`src/sv/assert_macros.svh`:
```
// Assertion macros shared by the octave noise RTL.
// Clock and active-low reset are passed in by the user of each macro.
`ifndef ASSERT_MACROS_SVH
`define ASSERT_MACROS_SVH

// property must hold at every clock edge outside reset
`define ASSERT_AT(lbl, clk, rst_n, prop, msg) \
	lbl: assert property (@(posedge clk) disable iff (!rst_n) prop) else $error(msg);

// condition must never be seen at a clock edge outside reset
`define ASSERT_NEVER(lbl, clk, rst_n, cond, msg) \
	lbl: assert property (@(posedge clk) disable iff (!rst_n) !(cond)) else $error(msg);

`endif

```
`src/sv/ognz_ram.sv`:
```
// Generic single-write, single-read RAM with registered read data.
// No dependencies.
`default_nettype none

module ognz_ram #(
	parameter int WIDTH = 8,
	parameter int DEPTH = 256
) (
	input  wire logic                     clk,
	input  wire logic                     we,
	input  wire logic [$clog2(DEPTH)-1:0] waddr,
	input  wire logic [WIDTH-1:0]         wdata,
	input  wire logic [$clog2(DEPTH)-1:0] raddr,
	output logic      [WIDTH-1:0]         rdata
);

	logic [WIDTH-1:0] mem_q [DEPTH];
	logic [WIDTH-1:0] rdata_q;

	always_ff @(posedge clk) begin
		if (we) begin
			mem_q[waddr] <= wdata;
		end
		rdata_q <= mem_q[raddr];
	end

	assign rdata = rdata_q;

endmodule

`default_nettype wire

```
`config.mk`:
```
export PLATFORM = sky130hd
export DESIGN_NAME = ognz_ram
export DESIGN_NICKNAME = d
export VERILOG_FILES = /design/src/sv/assert_macros.svh /design/src/sv/ognz_ram.sv
export SDC_FILE = /design/constraint.sdc
export NUM_CORES = 2
export LEC_CHECK = 0
export ABC_AREA = 1
export BUFFER_PORTS_ARGS = -buffer_cell sky130_fd_sc_hd__buf_2
export CAP_MARGIN = 0
export CORE_ASPECT_RATIO = 1.5
export CORE_MARGIN = 8
export CORE_UTILIZATION = 25
export DETAILED_ROUTE_END_ITERATION = 7
export GPL_TIMING_DRIVEN = 0
export PLACE_DENSITY_LB_ADDON = 0.1
export SYNTH_ARGS = -nofsm -noshare
export SYNTH_HDL_FRONTEND = slang
export SYNTH_SLANG_ARGS = --single-unit
```
`constraint.sdc`:
```
create_clock -name clk -period 1.65 [get_ports clk]
set_input_delay 0.165 -clock clk [delete_from_list [all_inputs] [get_ports clk]]
set_output_delay 0.165 -clock clk [all_outputs]
set_load 0.02 [all_outputs]
```
# ---- Word level (Yosys, flattened, before mapping)
# Memories as Yosys holds them, arrays and structs flattened. A register that Yosys moved wholly into a read port is not among the register bits.
# Index checks and enable logic that the tools add are counted.
dict set report word_totals {
  regBits 0
  ramBits 2048
  inputBits 26
  output_inout_bits 8
  word_cells 3
  memories 1
}
dict set report op_classes {
  n_mux 2
}
# memory depth word_bits read_ports rd_clocked_by_memory_dff wr line_no
set mem_list {}
lappend mem_list {mem_q 256 8 1 1 1 ognz_ram.sv:17} ;# logic [WIDTH-1:0] mem_q [DEPTH];
# op count
set ops {}
lappend ops {{$mux 1} 2}

# ---- Depth between registers and ports, before layout
dict set report logic_depth {
  depth_word 2
  mapped_depth 15
  depth_no_buf 11
}

# ---- Worst setup path after synthesis
# OpenSTA, ideal clock, no wires.
dict set report synth_timing {
  kind {input port to flip-flop}
  startpoint {input port we}
  endpoint {memory mem_q[162][0] (enable)}
  setup_time_ns 0.370
  arrival_ns 1.286
  required_ns 1.280
  slack_ns -0.006
  path_stages 4
  path_buffers 2
  path_cell_list {clkbuf_1 nand3_1 clkbuf_1 nor2_1}
}
dict set report synth_via {
  elab_chain_cells 2
}
# element line_no
set synth_lines {}
lappend synth_lines {{start, declared} ognz_ram.sv:10} ;# input wire logic we,
lappend synth_lines {{$mux 1} ognz_ram.sv:21} ;# if (we) begin
lappend synth_lines {{$mux 1 (implied by the code)} ognz_ram.sv:22} ;# mem_q[waddr] <= wdata;
lappend synth_lines {{end, declared} ognz_ram.sv:17}
# Every way passes these cells.

# ---- Final worst setup path
dict set report layout_timing {
  startpoint {input port waddr[4]}
  endpoint {memory mem_q[93][5] (enable)}
}
# element line_no
set layout_lines {}
lappend layout_lines {{start, declared} ognz_ram.sv:11} ;# input wire logic [$clog2(DEPTH)-1:0] waddr,
# Straight into the memory's write port.

==> flow_summary.toml <==
[outcome]
outcome = "complete, but fails checks"
violations = "setup timing"

[sta]
fin_crit_sh_pct = 128
relSlewSlack_pct = 11.0
tightest_slew_ns = 1.33
finClkSkew_ns = 0.0547
max_freq_ghz = 0.475
finalMaxSlewViolations = 0
hold_violations = 0
period_needed_ns = 2.11
fin_hold_ws_ns = 0.138
rsz0062_at_grt = "true"
worst_slack_ns = -0.455
finalSetupViolations = 1485

[logic_synthesis]
synth_ff_type = "edfxtp_1"
syn_nets = 7029
synth.area.top_cells = "edfxtp_1 (74%), nand3_1 (12%), nand2_1 (9.6%)"
seq_area_frac_synth_pct = 73.9
yosysTopAreaCell = "edfxtp_1"
post-synth-top-count-cell = "nand2_1"
synth_warnings = 0
synth_cells = 7003
async_flop_share_pct = 0
syn_area_um2 = 83400
ys_types = 14
ys_seq_elements = 2056
synth.top_cell.area_share_pct = 73.7
synth_edf_count = 2048
syn_avg_cell_area_um2 = 11.9
yosys-top-cells-count = "nand2_1 (2123), edfxtp_1 (2048), nand3_1 (2019)"

[placement]
gp_congestion = 0.972
dpl.hpwl_mm = 315
io_buffers = 26

[clocking]
cts_made_buffers = 220
post_cts_buffers = 0
root_buffer = "clkbuf_16"
clockBufferDepth = 4
clock-sinks = 2056
cts_tree = "yes"
clk_latency_ns = 0.93
clk_pin_slew_ns = 0.07
cts_max_level = 4

[layout]
fin_util_pct = 30.5
final_nets = 7352
area_growth_syn_to_layout_pct = 21.8
layout-drive-gt1-share_pct = 18.0

[grt]
grt_pass1_wl_mm = 569
antenna_found_initial = 27
grt_pass1_vias = 57658
grt_usage_pct = 24.1
grt_overflow = 0
grt_max_degree = 133

[power]
power.density_nw_per_um2 = 1180
irDropWorstVdd_uv = 834
total_leakage_power_uw = 0.0346

[routing]
drt.antenna.violating_nets = 0
wl_per_cell_um = 36.7
drtIter0Drc = 6063
dr.pass1.iters = 8
drt_wl_total_mm = 439
via_per_inst = 4.96
num_vias = 59309
post-route-drc-count = 0

[setup_path]
r2r_start = "mem_q[57][2]"
r2r.worst_path.cells = 10
cp.arrival_ns = 2.65
crit_path_max_fanout = 10
crit_end = "mem_q[93][5]"
critPathKind = "input port to register"
reg2reg_slack_ns = -0.26
startpoint_type = "input port"
startpoint = "waddr[4]"
endpoint_kind = "register"
required_ns = 2.20
r2r-end = "rdata[2]"

[floorplan]
die_h_um = 723
pin_count = 34
rows = 260
die_w_um = 488
placeableCoreArea_um2 = 333000
die_area_um2 = 353000
initial_utilization_pct = 25.0

[worst_hold_path]
hp-class = "input port to register"

[job]
drv_cap = 0
per-stage QoR:
| stage | cells | instance area, um^2 | power (uW) | worst slack (ns) | setup TNS [ns] |
|---|---|---|---|---|---|
| after global routing | 11957 | 102000 | 122000 | -0.356 | -222.34 |
| after CTS | 11952 | 100000 | 120000 | -0.349 | -226.93 |
| after detailed placement | 11542 | 90500 | 68300 | -2.71 | -2448.66 |
| after floorplan | 7003 | 83400 | 62300 | -0.00647 | -0.414 |
| after global placement | 11483 | 89100 | 68300 | -4.43 | - |
| final | 11964 | 102000 | 119000 | -0.455 | -279.72 |
cells in the final DEF (no fill, tap or decap), drive strengths merged:
master / count
nand2: 2123
edfxtp: 2048
nand3: 2019
buf: 447
clkbuf: 378
nor2: 283
clkinv: 99
inv: 45
bufinv: 25
dlygate4sd3: 13
clkinvlp: 10
diode: 8
dfxtp: 8
clkdlybuf4s15: 3
clkdlybuf4s18: 1
final cells by class:
| class | count | area, um^2 |
|---|---|---|
| antenna | 8 | 20.0 |
| buffer | 483 | 3390 |
| clock buffer | 258 | 5740 |
| clock inverter | 140 | 1340 |
| fill | 33924 | 232000 |
| inverter | 39 | 151 |
| multi-input combinational | 4425 | 22100 |
| sequential | 2056 | 61700 |
| tap | 4454 | 5570 |
| timing repair buffer | 101 | 1600 |
how the worst min path moves through the flow:
| stage | from | end | slack (ns) | cells after the start |
|---|---|---|---|---|
| 3_5_place_dp | wdata[1] | mem_q[152][1] | 0.58 | 1 |
| 3_3_place_gp | rdata[2] | rdata[2] | 0.59 | 1 |
| 6_report | raddr[5] | rdata[7] | 0.14 | 6 |
| 5_1_grt | we | mem_q[249][7] | 0.10 | 3 |
| 2_1_floorplan | wdata[0] | mem_q[0][0] | 0.26 | 0 |
| 4_1_cts | raddr[5] | rdata[7] | 0.03 | 6 |
flip-flops by register name, indices dropped and copies added (netlist names):
register and flops:
mem_q 2048, rdata 8
where the power goes:
group | leakage, uW | internal [uW] | switching, uW | total (uW)
clock network | 0.00348 | 28700 | 22500 | 51200
registers | 0.0185 | 57600 | 37.9 | 57600
logic | 0.0126 | 2230 | 8310 | 10500
cell families after synthesis:
family | share of synthesized area [%]
buf+inv | 3.12
flops | 73.9
simple gates | 22.9
layer usage:
metal / vias to the layer above / GRT usage, % / routed length [um]
li1: 25569 / - / -
met1: 30475 / 26.0 / 156000
met2: 2375 / 43.1 / 222000
met3: 880 / 4.04 / 23700
met4: 10 / 16.4 / 37600
met5: - / 0 / 82
timing repair:
action,4_1_cts,5_1_grt
hold endpoints to repair,629,8
pin swaps,28,58
hold buffers,12,1
gates resized for setup,700,363
endpoints found under the setup margin,1558,1735
critical path, stage by stage:
cell and delay (ns):
buf_2 0.20, inv_1 0.06, nor2_1 0.49, nand2_1 0.66
clkbuf_2 0.55, nor2_4 0.48
No activity file was read; power rests on OpenSTA's default activity.
