==> config.mk <==
export PLATFORM = sky130hd
export DESIGN_NAME = ognz_div
export DESIGN_NICKNAME = d
export VERILOG_FILES = /design/src/sv/assert_macros.svh /design/src/sv/ognz_pkg.sv /design/src/sv/ognz_div.sv
export SDC_FILE = /design/constraint.sdc
export NUM_CORES = 1
export LEC_CHECK = 0
export ABC_AREA = 1
export BUFFER_PORTS_ARGS = -buffer_cell sky130_fd_sc_hd__buf_4
export CAP_MARGIN = 10
export CORE_MARGIN = 2
export CORE_UTILIZATION = 55
export CTS_BUF_LIST = sky130_fd_sc_hd__clkbuf_16
export DETAILED_ROUTE_END_ITERATION = 6
export GPL_ROUTABILITY_DRIVEN = 1
export PLACE_DENSITY_LB_ADDON = 0.08
export SYNTH_ARGS = -nofsm -noshare
export SYNTH_HDL_FRONTEND = slang
export SYNTH_SLANG_ARGS = --single-unit
export TNS_END_PERCENT = 30
==> constraint.sdc <==
create_clock -name clk -period 2.4 [get_ports clk]
set_input_delay 0.12 -clock clk [delete_from_list [all_inputs] [get_ports clk]]
set_output_delay 0.12 -clock clk [all_outputs]
set_load 0.005 [all_outputs]
==> src/sv/assert_macros.svh <==
// Assertion macros shared by the octave noise RTL.
// Clock and active-low reset are passed in by the user of each macro.
`ifndef ASSERT_MACROS_SVH
`define ASSERT_MACROS_SVH

// property must hold at every clock edge outside reset
`define ASSERT_AT(lbl, clk, rst_n, prop, msg) \
	lbl: assert property (@(posedge clk) disable iff (!rst_n) prop) else $error(msg);

// condition must never be seen at a clock edge outside reset
`define ASSERT_NEVER(lbl, clk, rst_n, cond, msg) \
	lbl: assert property (@(posedge clk) disable iff (!rst_n) !(cond)) else $error(msg);

`endif

==> src/sv/ognz_pkg.sv <==
// Shared types and constants for the octave gradient noise block.
// No dependencies.
`default_nettype none

package ognz_pkg;

	localparam int TBL_DEPTH = 256;
	localparam int TBL_AW    = 8;
	localparam int TBL_W     = 8;

	localparam logic CMD_WRITE = 1'b0;
	localparam logic CMD_EVAL  = 1'b1;

	localparam int CFG_IDX_W  = 1;
	localparam int CFG_DATA_W = 16;
	localparam logic [CFG_IDX_W-1:0] REG_OCTAVE_COUNT = 1'd0;
	localparam logic [CFG_IDX_W-1:0] REG_PERSISTENCE  = 1'd1;

	localparam int OCT_CNT_W = 4;
	localparam int PERS_W    = 16;
	localparam logic [OCT_CNT_W-1:0] OCT_CNT_RESET = 4'd8;
	localparam logic [PERS_W-1:0]    PERS_RESET    = 16'd32768;

	localparam int AMP_W    = 17;
	localparam int AMP_FRAC = 16;
	localparam logic [AMP_W-1:0] AMP_ONE = 17'h10000;

	localparam int OUT_W    = 18;
	localparam int OUT_FRAC = 16;
	localparam int QUO_W    = OUT_W + 1;
	localparam logic [OUT_W-1:0] OUT_MAX     = 18'h1FFFF;
	localparam logic [OUT_W-1:0] OUT_MIN     = 18'h20000;
	localparam logic [QUO_W-1:0] OUT_POS_LIM = 19'd131071;
	localparam logic [QUO_W-1:0] OUT_NEG_LIM = 19'd131072;

	// quintic ease coefficients
	localparam int EASE_C6  = 6;
	localparam int EASE_C15 = 15;
	localparam int EASE_C10 = 10;

	typedef struct packed {
		logic busy;
		logic done;
	} div_stat_t;

endpackage

`default_nettype wire

==> src/sv/ognz_div.sv <==
// Bit-serial restoring divider for the final normalization, with saturation.
// Depends on ognz_pkg.
`default_nettype none

module ognz_div import ognz_pkg::*; #(
	parameter int ACC_W         = 48,
	parameter int SUM_W         = 21,
	parameter int FRACTION_BITS = 16
) (
	input  wire logic                    clk,
	input  wire logic                    arst_n,
	input  wire logic                    start,
	input  wire logic signed [ACC_W-1:0] acc,
	input  wire logic [SUM_W-1:0]        amp_sum,
	output div_stat_t                    stat,
	output logic [OUT_W-1:0]             quo
);

	localparam int NW   = ACC_W + OUT_FRAC;
	localparam int DW   = SUM_W + FRACTION_BITS;
	localparam int CMPW = (NW > DW) ? NW : DW;
	localparam int CNTW = $clog2(QUO_W + 1);

	logic            run_q, done_q, neg_q, ovf_q;
	logic [CNTW-1:0] cnt_q;
	logic [DW-1:0]   rem_q, den_q;
	logic [QUO_W-1:0] qlow_q;
	logic [OUT_W-1:0] quo_q;

	logic [ACC_W-1:0] mag;
	logic [NW-1:0]    num;
	logic [DW-1:0]    den;
	logic             ovf, ge;
	logic [DW:0]      rem2;
	logic [OUT_W-1:0] sat;

	always_comb begin
		mag  = acc[ACC_W-1] ? ACC_W'(-acc) : ACC_W'(acc);
		num  = {mag, {OUT_FRAC{1'b0}}};
		den  = {amp_sum, {FRACTION_BITS{1'b0}}};
		ovf  = CMPW'(num >> QUO_W) >= CMPW'(den);
		rem2 = {rem_q, qlow_q[QUO_W-1]};
		ge   = rem2 >= {1'b0, den_q};
		if (neg_q) begin
			sat = (ovf_q || qlow_q > OUT_NEG_LIM) ? OUT_MIN : OUT_W'(-qlow_q);
		end else begin
			sat = (ovf_q || qlow_q > OUT_POS_LIM) ? OUT_MAX : OUT_W'(qlow_q);
		end
	end

	always_ff @(posedge clk or negedge arst_n) begin
		if (!arst_n) begin
			run_q  <= 1'b0;
			done_q <= 1'b0;
			cnt_q  <= '0;
		end else begin
			done_q <= 1'b0;
			if (start) begin
				run_q <= 1'b1;
				cnt_q <= CNTW'(QUO_W);
			end else if (run_q) begin
				if (cnt_q != '0) begin
					cnt_q <= cnt_q - 1'b1;
				end else begin
					run_q  <= 1'b0;
					done_q <= 1'b1;
				end
			end
		end
	end

	always_ff @(posedge clk) begin
		if (start) begin
			neg_q  <= acc[ACC_W-1];
			ovf_q  <= ovf;
			rem_q  <= DW'(num >> QUO_W);
			qlow_q <= num[QUO_W-1:0];
			den_q  <= den;
		end else if (run_q && cnt_q != '0) begin
			rem_q  <= ge ? DW'(rem2 - {1'b0, den_q}) : DW'(rem2);
			qlow_q <= {qlow_q[QUO_W-2:0], ge};
		end else if (run_q) begin
			quo_q <= sat;
		end
	end

	assign stat.busy = run_q;
	assign stat.done = done_q;
	assign quo       = quo_q;

endmodule

`default_nettype wire
# == Word level (Yosys, flattened, before mapping) ==
# Index checks and enable logic that the tools add are counted.
# word_totals
ff_bits,104
latch_bits,0
ram_bits,0
romBits,0
wordCells,47
mem_count,0
# classes
addsub,4
mul,0
div,0
n_lt_le_gt_ge,4
n_eq_ne,0
shift,0
n_mux,18
n_bitwise,2
n_reduce_logical,9
# ops
op,count
37-bit two-way mux,3
18-bit two-way mux,3
48-bit two-way mux,1
48-bit negator,1
45-bit by 37-bit >= comparator with 1-bit output,1
38-bit by 37-bit >= comparator with 1-bit output,1
19-bit two-way mux,2
37-bit subtractor,1
"19-bit by 17-bit > comparator with 1-bit output, second input constant",1
"19-bit by 18-bit > comparator with 1-bit output, second input constant",1
18-bit negator,1
5-bit two-way mux,3
1-bit two-way mux,6
2-bit nonzero test,3
5-bit nonzero test,1
"5-bit by 1-bit subtractor with 5-bit output, second input constant",1
3-bit AND reduction,1
1-bit logical OR,2
1-bit inverter,2
2-bit AND reduction,1
1-bit logical AND,1

# == Longest topological paths before layout ==
# Gate-level depths: netlist of the first run.
# depth
ltp_word,4
mapped_depth,21

# == Worst setup path before layout of the first run ==
# Ideal clock, no wire load.
# synth_path
path_kind,input to register
from,input acc[0]
to,register ovf_q (data pin)
arrival_time_ns,2.408
required_ns,2.263
path_slack_ns,-0.145
stages,21
n_path_buf,0
path_cell_list,inv_1 > ha_1 > nand3_1 > nor2_2 > nand3_2 > nor2_1 > nand2_1 > nand2_1 > o21ai_1 > xor2_1 > ha_1 > nand2_1 > nor2_1 > nand2_1 > nor2_1 > nand2_1 > nor3_1 > nand3_1 > nor2_1 > nand3_1 > nand4_1
# synth_between
elab_chain_cells,3
# synth_lines
element,line,rtl
from (decl),ognz_div.sv:13,"input wire logic signed [ACC_W-1:0] acc,"
48-bit negator,ognz_div.sv:38,mag = acc[ACC_W-1] ? ACC_W'(-acc) : ACC_W'(acc);
48-bit two-way mux,ognz_div.sv:38,
45-bit by 37-bit >= comparator with 1-bit output,ognz_div.sv:41,ovf = CMPW'(num >> QUO_W) >= CMPW'(den);
net ovf,ognz_div.sv:33,"logic ovf, ge;"
to (signal assigned),ognz_div.sv:75,ovf_q <= ovf;
to (decl),ognz_div.sv:24,"logic run_q, done_q, neg_q, ovf_q;"
# The timed path passes the listed nets, and every way through them passes these cells.
# A chain may end at the register's enable or synchronous reset.

# == Worst setup path in the final report of the first run ==
# layout_path
from,input acc[24]
to,register ovf_q (data pin)
# layout_between
elab_chain_cells,3
# layout_lines
element,line
48-bit negator,ognz_div.sv:38
48-bit two-way mux (*),ognz_div.sv:38
45-bit by 37-bit >= comparator with 1-bit output (*),ognz_div.sv:41
net ovf,ognz_div.sv:33
# Mark *: on every way through the listed nets, which the timed path passes. The rest lies on a longest branch.

==> results of run 1 <==
## cell families (layout without fill, tap and decap cells)
group	count (synthesis)	in the layout	synth area share, %
DFF	104	104	36.2
and+or+nand+nor	570	570	30.1
xor gates and xnor gates	45	45	4.87
AOI/OAI and AO/OA	172	172	12.7
adders and majority gates	47	47	7.36
buffers and inverters	177	421	8.74
## sequential cells by signal (all words and copies together), names as in the netlist
register and cells:
cnt_q 5, ovf_q 1, den_q 21, neg_q 1, qlow_q 19, done_q 1
run_q 1, rem_q 37, quo 18
## critical path, stage by stage
cell and delay (ns):
buf_4 0.11, buf_4 0.14, nor2_1 0.21, nand3_1 0.21
nor2_2 0.17, nand2_2 0.08, nand2_2 0.10, buf_12 0.11
xor2_2 0.13, inv_1 0.07, ha_1 0.30, nand2_2 0.07
nor2_2 0.14, nand2_1 0.07, nor2_1 0.10, nand2_1 0.08
nor3_2 0.17, nand3_1 0.08, nor2_1 0.11, nand3_1 0.07
nand4_1 0.07
## final timing paths
kind                            from        end  slack, ns  cells after the start
setup / recovery             acc[24]      ovf_q      -0.07                     21
hold / removal                arst_n   cnt_q[0]       0.10                      2
setup reg to reg           den_q[16]  rem_q[24]       0.03                     11
hold reg to reg             cnt_q[2]   cnt_q[2]       0.50                      1
max in group asynchronous     arst_n      run_q       2.17                      2
min in group clk               start   cnt_q[0]       0.13                      3
## layout by cell type, fill, tap and decap left out, drive strengths merged, types with 10 or more instances in the layout
cell / instances
a21oi: 42
a31oi: 10
buf: 233
clkbuf: 11
dfxtp: 16
dlygate4sd3: 22
edfxtp: 81
ha: 46
inv: 151
nand2: 290
nand3: 79
nand4: 16
nor2: 147
nor3: 18
o211ai: 10
o21ai: 79
o22ai: 18
xnor2: 14
xor2: 31
## power breakdown
part           switching [uW]  leakage [uW]  internal, uW
clock                     681      0.000152           813
sequential                201       0.00103          2300
combinational            2450       0.00386          1980
total                    3330       0.00505          5090
## metrics by stage
step | power [uW] | utilization (%) | setup slack, ns | cells | TNS, ns
2_1_floorplan | 5140 | - | 0.0380 | 1115 | 0
3_3_place_gp | 6200 | 68.4 | -0.454 | 1487 | -0.454
3_5_place_dp | 6270 | 68.4 | -0.477 | 1487 | -0.480
4_1_cts | 7800 | 72.2 | -0.0125 | 1527 | -0.0125
5_1_grt | 8980 | 75.2 | -0.378 | 1543 | -1.02
6_report | 8420 | 75.2 | -0.0748 | 1543 | -0.0748
## synth_stat cells, types with 3 or more instances
master / count / area share (%)
nor2_1: 139 / 6.4
nand3_1: 78 / 4.8
clkbuf_1: 16 / 0.74
nor2_2: 5 / 0.39
buf_2: 4 / 0.25
nor2_4: 3 / 0.42
o21a_1: 5 / 0.46
o22ai_1: 18 / 1.4
nor4_1: 6 / 0.46
or2_1: 6 / 0.46
a21oi_1: 38 / 2.4
a21oi_2: 3 / 0.32
inv_1: 141 / 6.5
o21ai_1: 6 / 0.37
or2_2: 3 / 0.23
a31oi_1: 10 / 0.77
edfxtp_1: 81 / 30
o211ai_1: 10 / 0.93
xor2_1: 31 / 3.4
o21ai_2: 10 / 1.1
o31ai_1: 4 / 0.37
inv_2: 5 / 0.23
dfxtp_1: 16 / 4.0
dfrtp_1: 7 / 2.2
nand2_1: 285 / 13
nor3_1: 16 / 0.99
nand2_2: 5 / 0.39
o21ai_0: 62 / 3.8
xnor2_1: 14 / 1.5
nand3b_1: 5 / 0.46
buf_6: 3 / 0.42
nand4_1: 15 / 1.2
buf_4: 4 / 0.37
ha_1: 46 / 7.1
## routing by layer
metal | GRT usage [%] | part of all wire (%)
met1 | 40.2 | 45
met2 | 46.7 | 46
met3 | 3.55 | 6.4
met4 | 9.74 | 2.1
met5 | 0 | 0
## final cells by class
class                           instances  area, um^2  share of cell area [%]
Inverter                              148         574                    5.27
Timing Repair Buffer                  257        2090                    19.2
Tap cell                              184         230                    2.11
Multi-Input combinational cell        834        4770                    43.8
Clock inverter                          7        70.1                   0.643
Sequential cell                       104        2930                    26.9
Clock buffer                            9         225                    2.07
## what timing repair did
| action | 4_1_cts | 5_1_grt |
|---|---|---|
| setup buffers | 2 | 14 |
| resized for setup | 10 | 61 |
| gates cloned | 0 | 2 |
| pin swaps | 3 | 34 |
| hold buffers | 22 | 0 |
| endpoints found under the setup margin | 5 | 35 |
| hold endpoints to repair | 28 | 0 |
==> results.yml, run 1 <==
route:
  drc_errors: 0
  routedWlPerCell_um: 15.3
  final_antenna_net_count: 0
  drt_first_pass_iters: 5
  routed_wl_um: 23600
  viasPerCell: 5.40
  vias: 8332
  drtIter0Drc: 784
setup_path:
  endpoint_kind: "flop"
  crit_type: "primary input to flop"
  worst_ep_arrival_time_ns: 2.70
  startpoint_type: "primary input"
  cp_data_required_time_ns: 2.63
  crit_fanout: 3
logic_synthesis:
  synth.yosys.seq_area_share_pct: 36.2
  ys.flop_type: "edfxtp_1"
  yosysWarnings: 0
  synth.distinct_cells: 46
  syn_area_per_cell_um2: 7.26
  synthArstFlopShare_pct: 6.73
  syn_nets: 1234
  syn_inst: 1115
  ys_seq_elements: 104
  synthesis.area_um2: 8090
  synth-edff-count: 81
sta:
  rsz0062_at_grt: "true"
  tightest_slew_ns: 0.625
  postLayoutSetupSlackWorst_ns: -0.0748
  holdWs_ns: 0.102
  min_period_ns: 2.47
  setup_viol: 1
  finalHoldViolCount: 0
  clock_skew_ns: 0.0119
  slew_viol_final: 0
  period_share_pct: 103
  fmax_ghz: 0.404
  relSlewSlack_pct: 58.3
hold_path:
  worstHoldPathType: "primary input to async pin"
floorplan:
  die_y_um: 125
  die_w_um: 125
  coreArea_um2: 14500
  start_util_pct: 55.9
  std_cell_rows: 44
  io_pins: 92
  die_area_um2: 15700
clocking:
  cts_tree: "done"
  clk_pin_slew_ns: 0.07
  clock_latency_ns: 0.37
  root_buffer: "clkbuf_16"
  cts_sinks: 104
  h-tree-depth: 3
  numCtsBuffers: 9
  clockBufferDepth: 2
global_route:
  grt_max_degree: 59
  antenna_found_initial: 0
  grt-ovfl-total: 0
  grt_pass1_vias: 7637
  grt_usage_pct: 28.8
  grt_pass1_wl_um: 36500
status:
  status: "finished, violations left"
  violations: "setup timing"
layout:
  syn2layout_area_growth_pct: 34.6
  fillerInstances: 1144
  antenna_cells: 0
  nets: 1473
  drive_above_1_share_pct: 25.3
  stdcell_area_um2: 10900
pwr:
  p_per_area_nw_per_um2: 774
  leakagePower_uw: 0.00505
  ir_worst_vdd_v: 0.000410
placed_design:
  gp_congestion: 0.944
  io_buffers: 91
  dp_hpwl_um: 17700
  place_area_um2: 9900
run:
  maxCapViolCount: 0
No activity file was read; power rests on OpenSTA's default activity.
==> run 2: changes to the inputs <==
==> constraint.sdc (replaced) <==
create_clock -name clk -period 2.35 [get_ports clk]
set_input_delay 0.1175 -clock clk [delete_from_list [all_inputs] [get_ports clk]]
set_output_delay 0.1175 -clock clk [all_outputs]
set_load 0.005 [all_outputs]
==> results.yml, run 2 (synthesis results as in run 1) <==
status:
  status: "finished, violations left"
  violations: "setup timing"
pwr:
  leakagePower_uw: 0.00515
  total_power_uw: 8930
  ir_worst_vdd_v: 0.000521
  p_per_area_nw_per_um2: 806
sta:
  fmax_ghz: 0.402
  finalHoldViolCount: 0
  postLayoutSetupSlackWorst_ns: -0.135
  setup_viol: 8
  rsz0062_at_grt: "true"
  min_period_ns: 2.48
  period_share_pct: 106
  slew_viol_final: 0
  tightest_slew_ns: 0.732
  clock_skew_ns: 0.00882
  relSlewSlack_pct: 51.2
layout:
  largest_register_ffs: 37
  final_common_cell: "nand2_1"
  antenna_cells: 0
  regMostFlops: "rem_q"
  fin_util_pct: 76.5
  mostFrequentLayoutCells: "nand2_1, buf_4, inv_1"
  stdcell_area_um2: 11100
  nets: 1486
  drive_above_1_share_pct: 27.0
  top_regs: "rem_q (37), den_q (21), qlow_q (19)"
  syn2layout_area_growth_pct: 36.8
setup_path:
  crit_fanout: 4
  endpoint_kind: "flop"
  crit_start: "acc[1]"
  critPathMostFrequentCell: "nand2_1"
  r2r_slack_ns: -0.03
  cpPeakStageDelay_ns: 0.30
  worst_ep_arrival_time_ns: 2.70
  path_cells: "buf_8, inv_8, buf_6, nand4_1, nor2_2, nand3_2, o21ai_0, xor2_1, inv_1, ha_1, nand2_1, nor2_2, nand2_1, nor2_1, nand2_1, nor3_1, nand3_1, nor2_1, nand3_1, nand4_1"
  cp_data_required_time_ns: 2.56
  critPathTopFamily: "simple AND/OR/NAND/NOR gates"
  reg2reg_from: "den_q[16]"
  crit_type: "primary input to flop"
  reg2reg_depth: 11
  startpoint_type: "primary input"
  cpMaxStageDelayCell: "ha_1"
  rr_endpoint: "rem_q[28]"
  path_buf_inv: 4
global_route:
  grt_usage_pct: 29.1
  grt_pass1_vias: 7834
  grt_pass1_wl_um: 37400
  grt-ovfl-total: 0
  grt_max_degree: 64
  antenna_found_initial: 0
route:
  routed_wl_um: 23900
  drtIter0Drc: 806
  viasPerCell: 5.45
  vias: 8479
  final_antenna_net_count: 0
  drt_first_pass_iters: 6
  drc_errors: 0
  routedWlPerCell_um: 15.3
floorplan:
  die_area_um2: 15700
  die_y_um: 125
  coreArea_um2: 14500
  std_cell_rows: 44
  start_util_pct: 55.9
  die_w_um: 125
  io_pins: 92
clocking:
  root_buffer: "clkbuf_16"
  numCtsBuffers: 9
  cts_sinks: 104
  clock_latency_ns: 0.35
  clk_pin_slew_ns: 0.07
  clockBufferDepth: 2
  cts_tree: "done"
  h-tree-depth: 3
hold_path:
  hold-path-endpoint: "den_q[36]"
  worstHoldStart: "start"
  worstHoldPathType: "primary input to flop"
  hold_depth: 1
placed_design:
  preCtsSetupSlack_ns: -0.607
  io_buffers: 91
  gp_congestion: 0.963
  place_area_um2: 10000
  dp_hpwl_um: 17900
run:
  maxCapViolCount: 0
==> run 2: area by class of cell <==
class	count	area, um^2
Fill cell	1129	3410
Clock buffer	9	225
Sequential cell	104	2930
Clock inverter	7	80.1
Multi-Input combinational cell	834	4820
Inverter	148	572
Tap cell	184	230
Timing Repair Buffer	270	2210
==> run 2: stage by stage <==
stage          hold slack, ns  TNS [ns]  instances
6_report               0.0550    -0.218       1556
5_1_grt                0.0454     -1.87       1556
4_1_cts                0.0481   -0.0439       1547
3_5_place_dp          -0.0632    -0.925       1497
3_3_place_gp          -0.0666    -0.589       1497
2_1_floorplan          -0.178  -0.00950       1115
==> run 2: how the worst max path moves through the flow <==
stage / end / slack, ns / cells after the start
6_report: ovf_q / -0.13 / 20
3_3_place_gp: ovf_q / -0.53 / 18
5_1_grt: ovf_q / -0.30 / 20
3_5_place_dp: ovf_q / -0.61 / 18
2_1_floorplan: ovf_q / -0.009 / 21
4_1_cts: ovf_q / -0.03 / 19
==> run 2: report_power, final <==
part / total (uW) / switching, uW / internal [uW] / leakage [uW]
Clock: 1570 / 724 / 842 / 0.000147
Sequential: 2530 / 189 / 2350 / 0.00103
Combinational: 4830 / 2680 / 2140 / 0.00397
Total: 8930 / 3600 / 5330 / 0.00515
==> run 2: repair_timing <==
action	in CTS	in global routing
resized for setup	36	55
setup buffers	12	7
pin swaps	20	31
setup endpoints to repair	17	22
endpoints found under the hold margin	28	0
hold buffers	22	0
cloned	0	2
==> run 2: per-layer routing <==
metal  share of wire [%]  vias to the layer above  GRT usage, %
li1                    -                     4200             -
met1                  44                     3879          39.9
met2                  46                      348          47.8
met3                 7.0                       52          4.62
met4                 2.2                        0          8.63
met5                   0                        -             0
==> run 2: worst reg2reg max path, stage by stage (launching register included) <==
cell and delay, ns:
edfxtp_1 0.39, ha_2 0.22, fa_2 0.42, o21ai_4 0.18, a21oi_4 0.10, o21ai_2 0.18
nand2_2 0.09, nand2_4 0.14, clkbuf_16 0.19, nand2_1 0.06, o211ai_1 0.08, nand2_1 0.08
==> run 3: changes to the inputs <==
--- a/config.mk
+++ b/config.mk
@@ -13,7 +13,7 @@
 export CTS_BUF_LIST = sky130_fd_sc_hd__clkbuf_16
 export DETAILED_ROUTE_END_ITERATION = 6
 export GPL_ROUTABILITY_DRIVEN = 1
-export PLACE_DENSITY_LB_ADDON = 0.08
+export PLACE_DENSITY = 0.75
 export SYNTH_ARGS = -nofsm -noshare
 export SYNTH_HDL_FRONTEND = slang
 export SYNTH_SLANG_ARGS = --single-unit
==> results.yml, run 3 (synthesis results as in run 1) <==
pwr:
  clock_power_share_pct: 16.0
  ir_worst_vdd_v: 0.000448
  switchingPower_uw: 3550
  p_per_area_nw_per_um2: 803
  power_frac_seq_pct: 28.8
  comb_power_share_pct: 55.2
  leakagePower_uw: 0.00508
  p_sw_share_pct: 40.2
  intPower_uw: 5280
global_route:
  top_usage_layer: "met2"
  grt_usage_pct: 29.1
  met2_usage_pct: 48.6
  antenna_found_initial: 0
  grt-ovfl-total: 0
  grt_max_degree: 58
  grt_pass1_wl_um: 37200
  grt_use_met3_pct: 3.42
  grt_pass1_vias: 7829
  met1_usage_pct: 39.0
setup_path:
  crit_fanout: 3
  cp_data_required_time_ns: 2.43
  reg2reg_depth: 13
  worst_ep_arrival_time_ns: 2.56
  r2r_slack_ns: -0.02
  startpoint_type: "primary input"
  endpoint_kind: "flop"
  reg2reg_from: "rem_q[24]"
  rr_endpoint: "rem_q[24]"
  crit_type: "primary input to flop"
sta:
  period_share_pct: 106
  relSlewSlack_pct: 61.5
  fmax_ghz: 0.403
  clock_skew_ns: 0.00967
  finalHoldViolCount: 0
  slew_viol_final: 0
  rsz0062_at_grt: "true"
  setup_viol: 3
  tightest_slew_ns: 0.577
  holdWs_ns: 0.0437
  min_period_ns: 2.48
  postLayoutSetupSlackWorst_ns: -0.130
hold_path:
  hold_depth: 1
  worstHoldStart: "acc[47]"
  hold-path-endpoint: "neg_q"
  worstHoldPathType: "primary input to flop"
route:
  drtIter0Drc: 873
  routed_wl_um: 23800
  viasPerCell: 5.48
  final_antenna_net_count: 0
  routedWlPerCell_um: 15.4
  vias: 8476
  drc_errors: 0
  drt_first_pass_iters: 5
run:
  maxCapViolCount: 0
floorplan:
  die_w_um: 125
  die_y_um: 125
  coreArea_um2: 14500
  std_cell_rows: 44
  die_area_um2: 15700
  io_pins: 92
  start_util_pct: 55.9
layout:
  mostFrequentLayoutCells: "nand2_1, buf_4, inv_1"
  antenna_cells: 0
  nets: 1478
  fillerInstances: 1096
  drive_above_1_share_pct: 27.1
  syn2layout_area_growth_pct: 35.9
  largest_register_ffs: 37
  final_common_cell: "nand2_1"
  top_regs: "rem_q (37), den_q (21), qlow_q (19)"
  regMostFlops: "rem_q"
placed_design:
  io_buffers: 91
  preCtsSetupSlack_ns: -0.644
  gp_congestion: 0.963
  dp_hpwl_um: 17900
status:
  violations: "setup timing"
  status: "finished, violations left"
clocking:
  numCtsBuffers: 9
  h-tree-depth: 3
  clk_pin_slew_ns: 0.08
  cts_tree: "done"
  root_buffer: "clkbuf_16"
  cts_sinks: 104
  clockBufferDepth: 2
  clock_latency_ns: 0.35
run 3: changes by cell type in the layout (fill, tap and decap cells not counted), moves of 3 or more:
cell | previous run | this run
buf_4 | 235 | 229
xor2_1 | 30 | 27
xor2_2 | 1 | 4
inv_2 | 5 | 8
run 3: how the worst max path moves through the flow:
stage	startpoint	to	slack (ns)	depth (start not counted)
after floorplan	acc[1]	ovf_q	-0.009	21
after global placement	acc[4]	ovf_q	-0.59	18
after detailed placement	acc[4]	ovf_q	-0.64	18
after CTS	acc[1]	ovf_q	-0.12	19
after global routing	acc[8]	ovf_q	-0.29	16
final	acc[10]	ovf_q	-0.13	16
run 3: power groups by stage:
stage               sequential [uW]  combinational [uW]  clock [uW]
finish                         2540                4870        1410
detailed placement             2540                3980           0
floorplan                      2490                2750           0
global placement               2520                3910           0
CTS                            2520                4280        1420
global route                   2580                5290        1480
run 3: cell type report:
type	instances	area, um^2	share of cell area, %
multi-input combinational	834	4870	44.3
sequential	104	2930	26.6
timing repair buffer	262	2130	19.3
inverter	148	567	5.16
tap	184	230	2.09
clock buffer	9	225	2.05
clock inverter	7	47.5	0.433
run 3: stage by stage:
stage	utilization, %	power (uW)	instance area, um^2	setup TNS, ns	instances
3_5_place_dp	68.5	6510	9910	-1.38	1489
4_1_cts	73.3	8210	10600	-0.221	1535
3_3_place_gp	68.5	6430	9910	-0.629	1489
5_1_grt	75.9	9350	11000	-1.81	1548
6_report	75.9	8830	11000	-0.166	1548
2_1_floorplan	-	5240	8140	-0.00950	1115
run 3: worst max-delay path, stage by stage:
cell	delay, ns
buf_4	0.12
nor2_1	0.19
nand2_1	0.12
buf_4	0.14
nor2_1	0.11
nand3_1	0.16
o21ai_0	0.24
xor2_1	0.29
ha_1	0.31
a21oi_1	0.15
o21a_1	0.14
o31ai_1	0.09
nand2_1	0.07
a21oi_1	0.06
a21oi_1	0.13
nand4_1	0.12
run 3: per-layer routing:
metal / wire length, um / vias to the layer above
met5: 0 / -
met4: 773 / 0
li1: - / 4190
met2: 11300 / 382
met3: 1690 / 59
met1: 10100 / 3845
run 3: repair_timing:
| action | CTS | global route |
|---|---|---|
| gates resized for setup | 30 | 66 |
| pin swaps | 16 | 40 |
| hold endpoints to repair | 28 | 0 |
| hold buffers | 22 | 0 |
| cloned | 1 | 2 |
| buffers inserted | 7 | 11 |
| setup endpoints to repair | 22 | 22 |
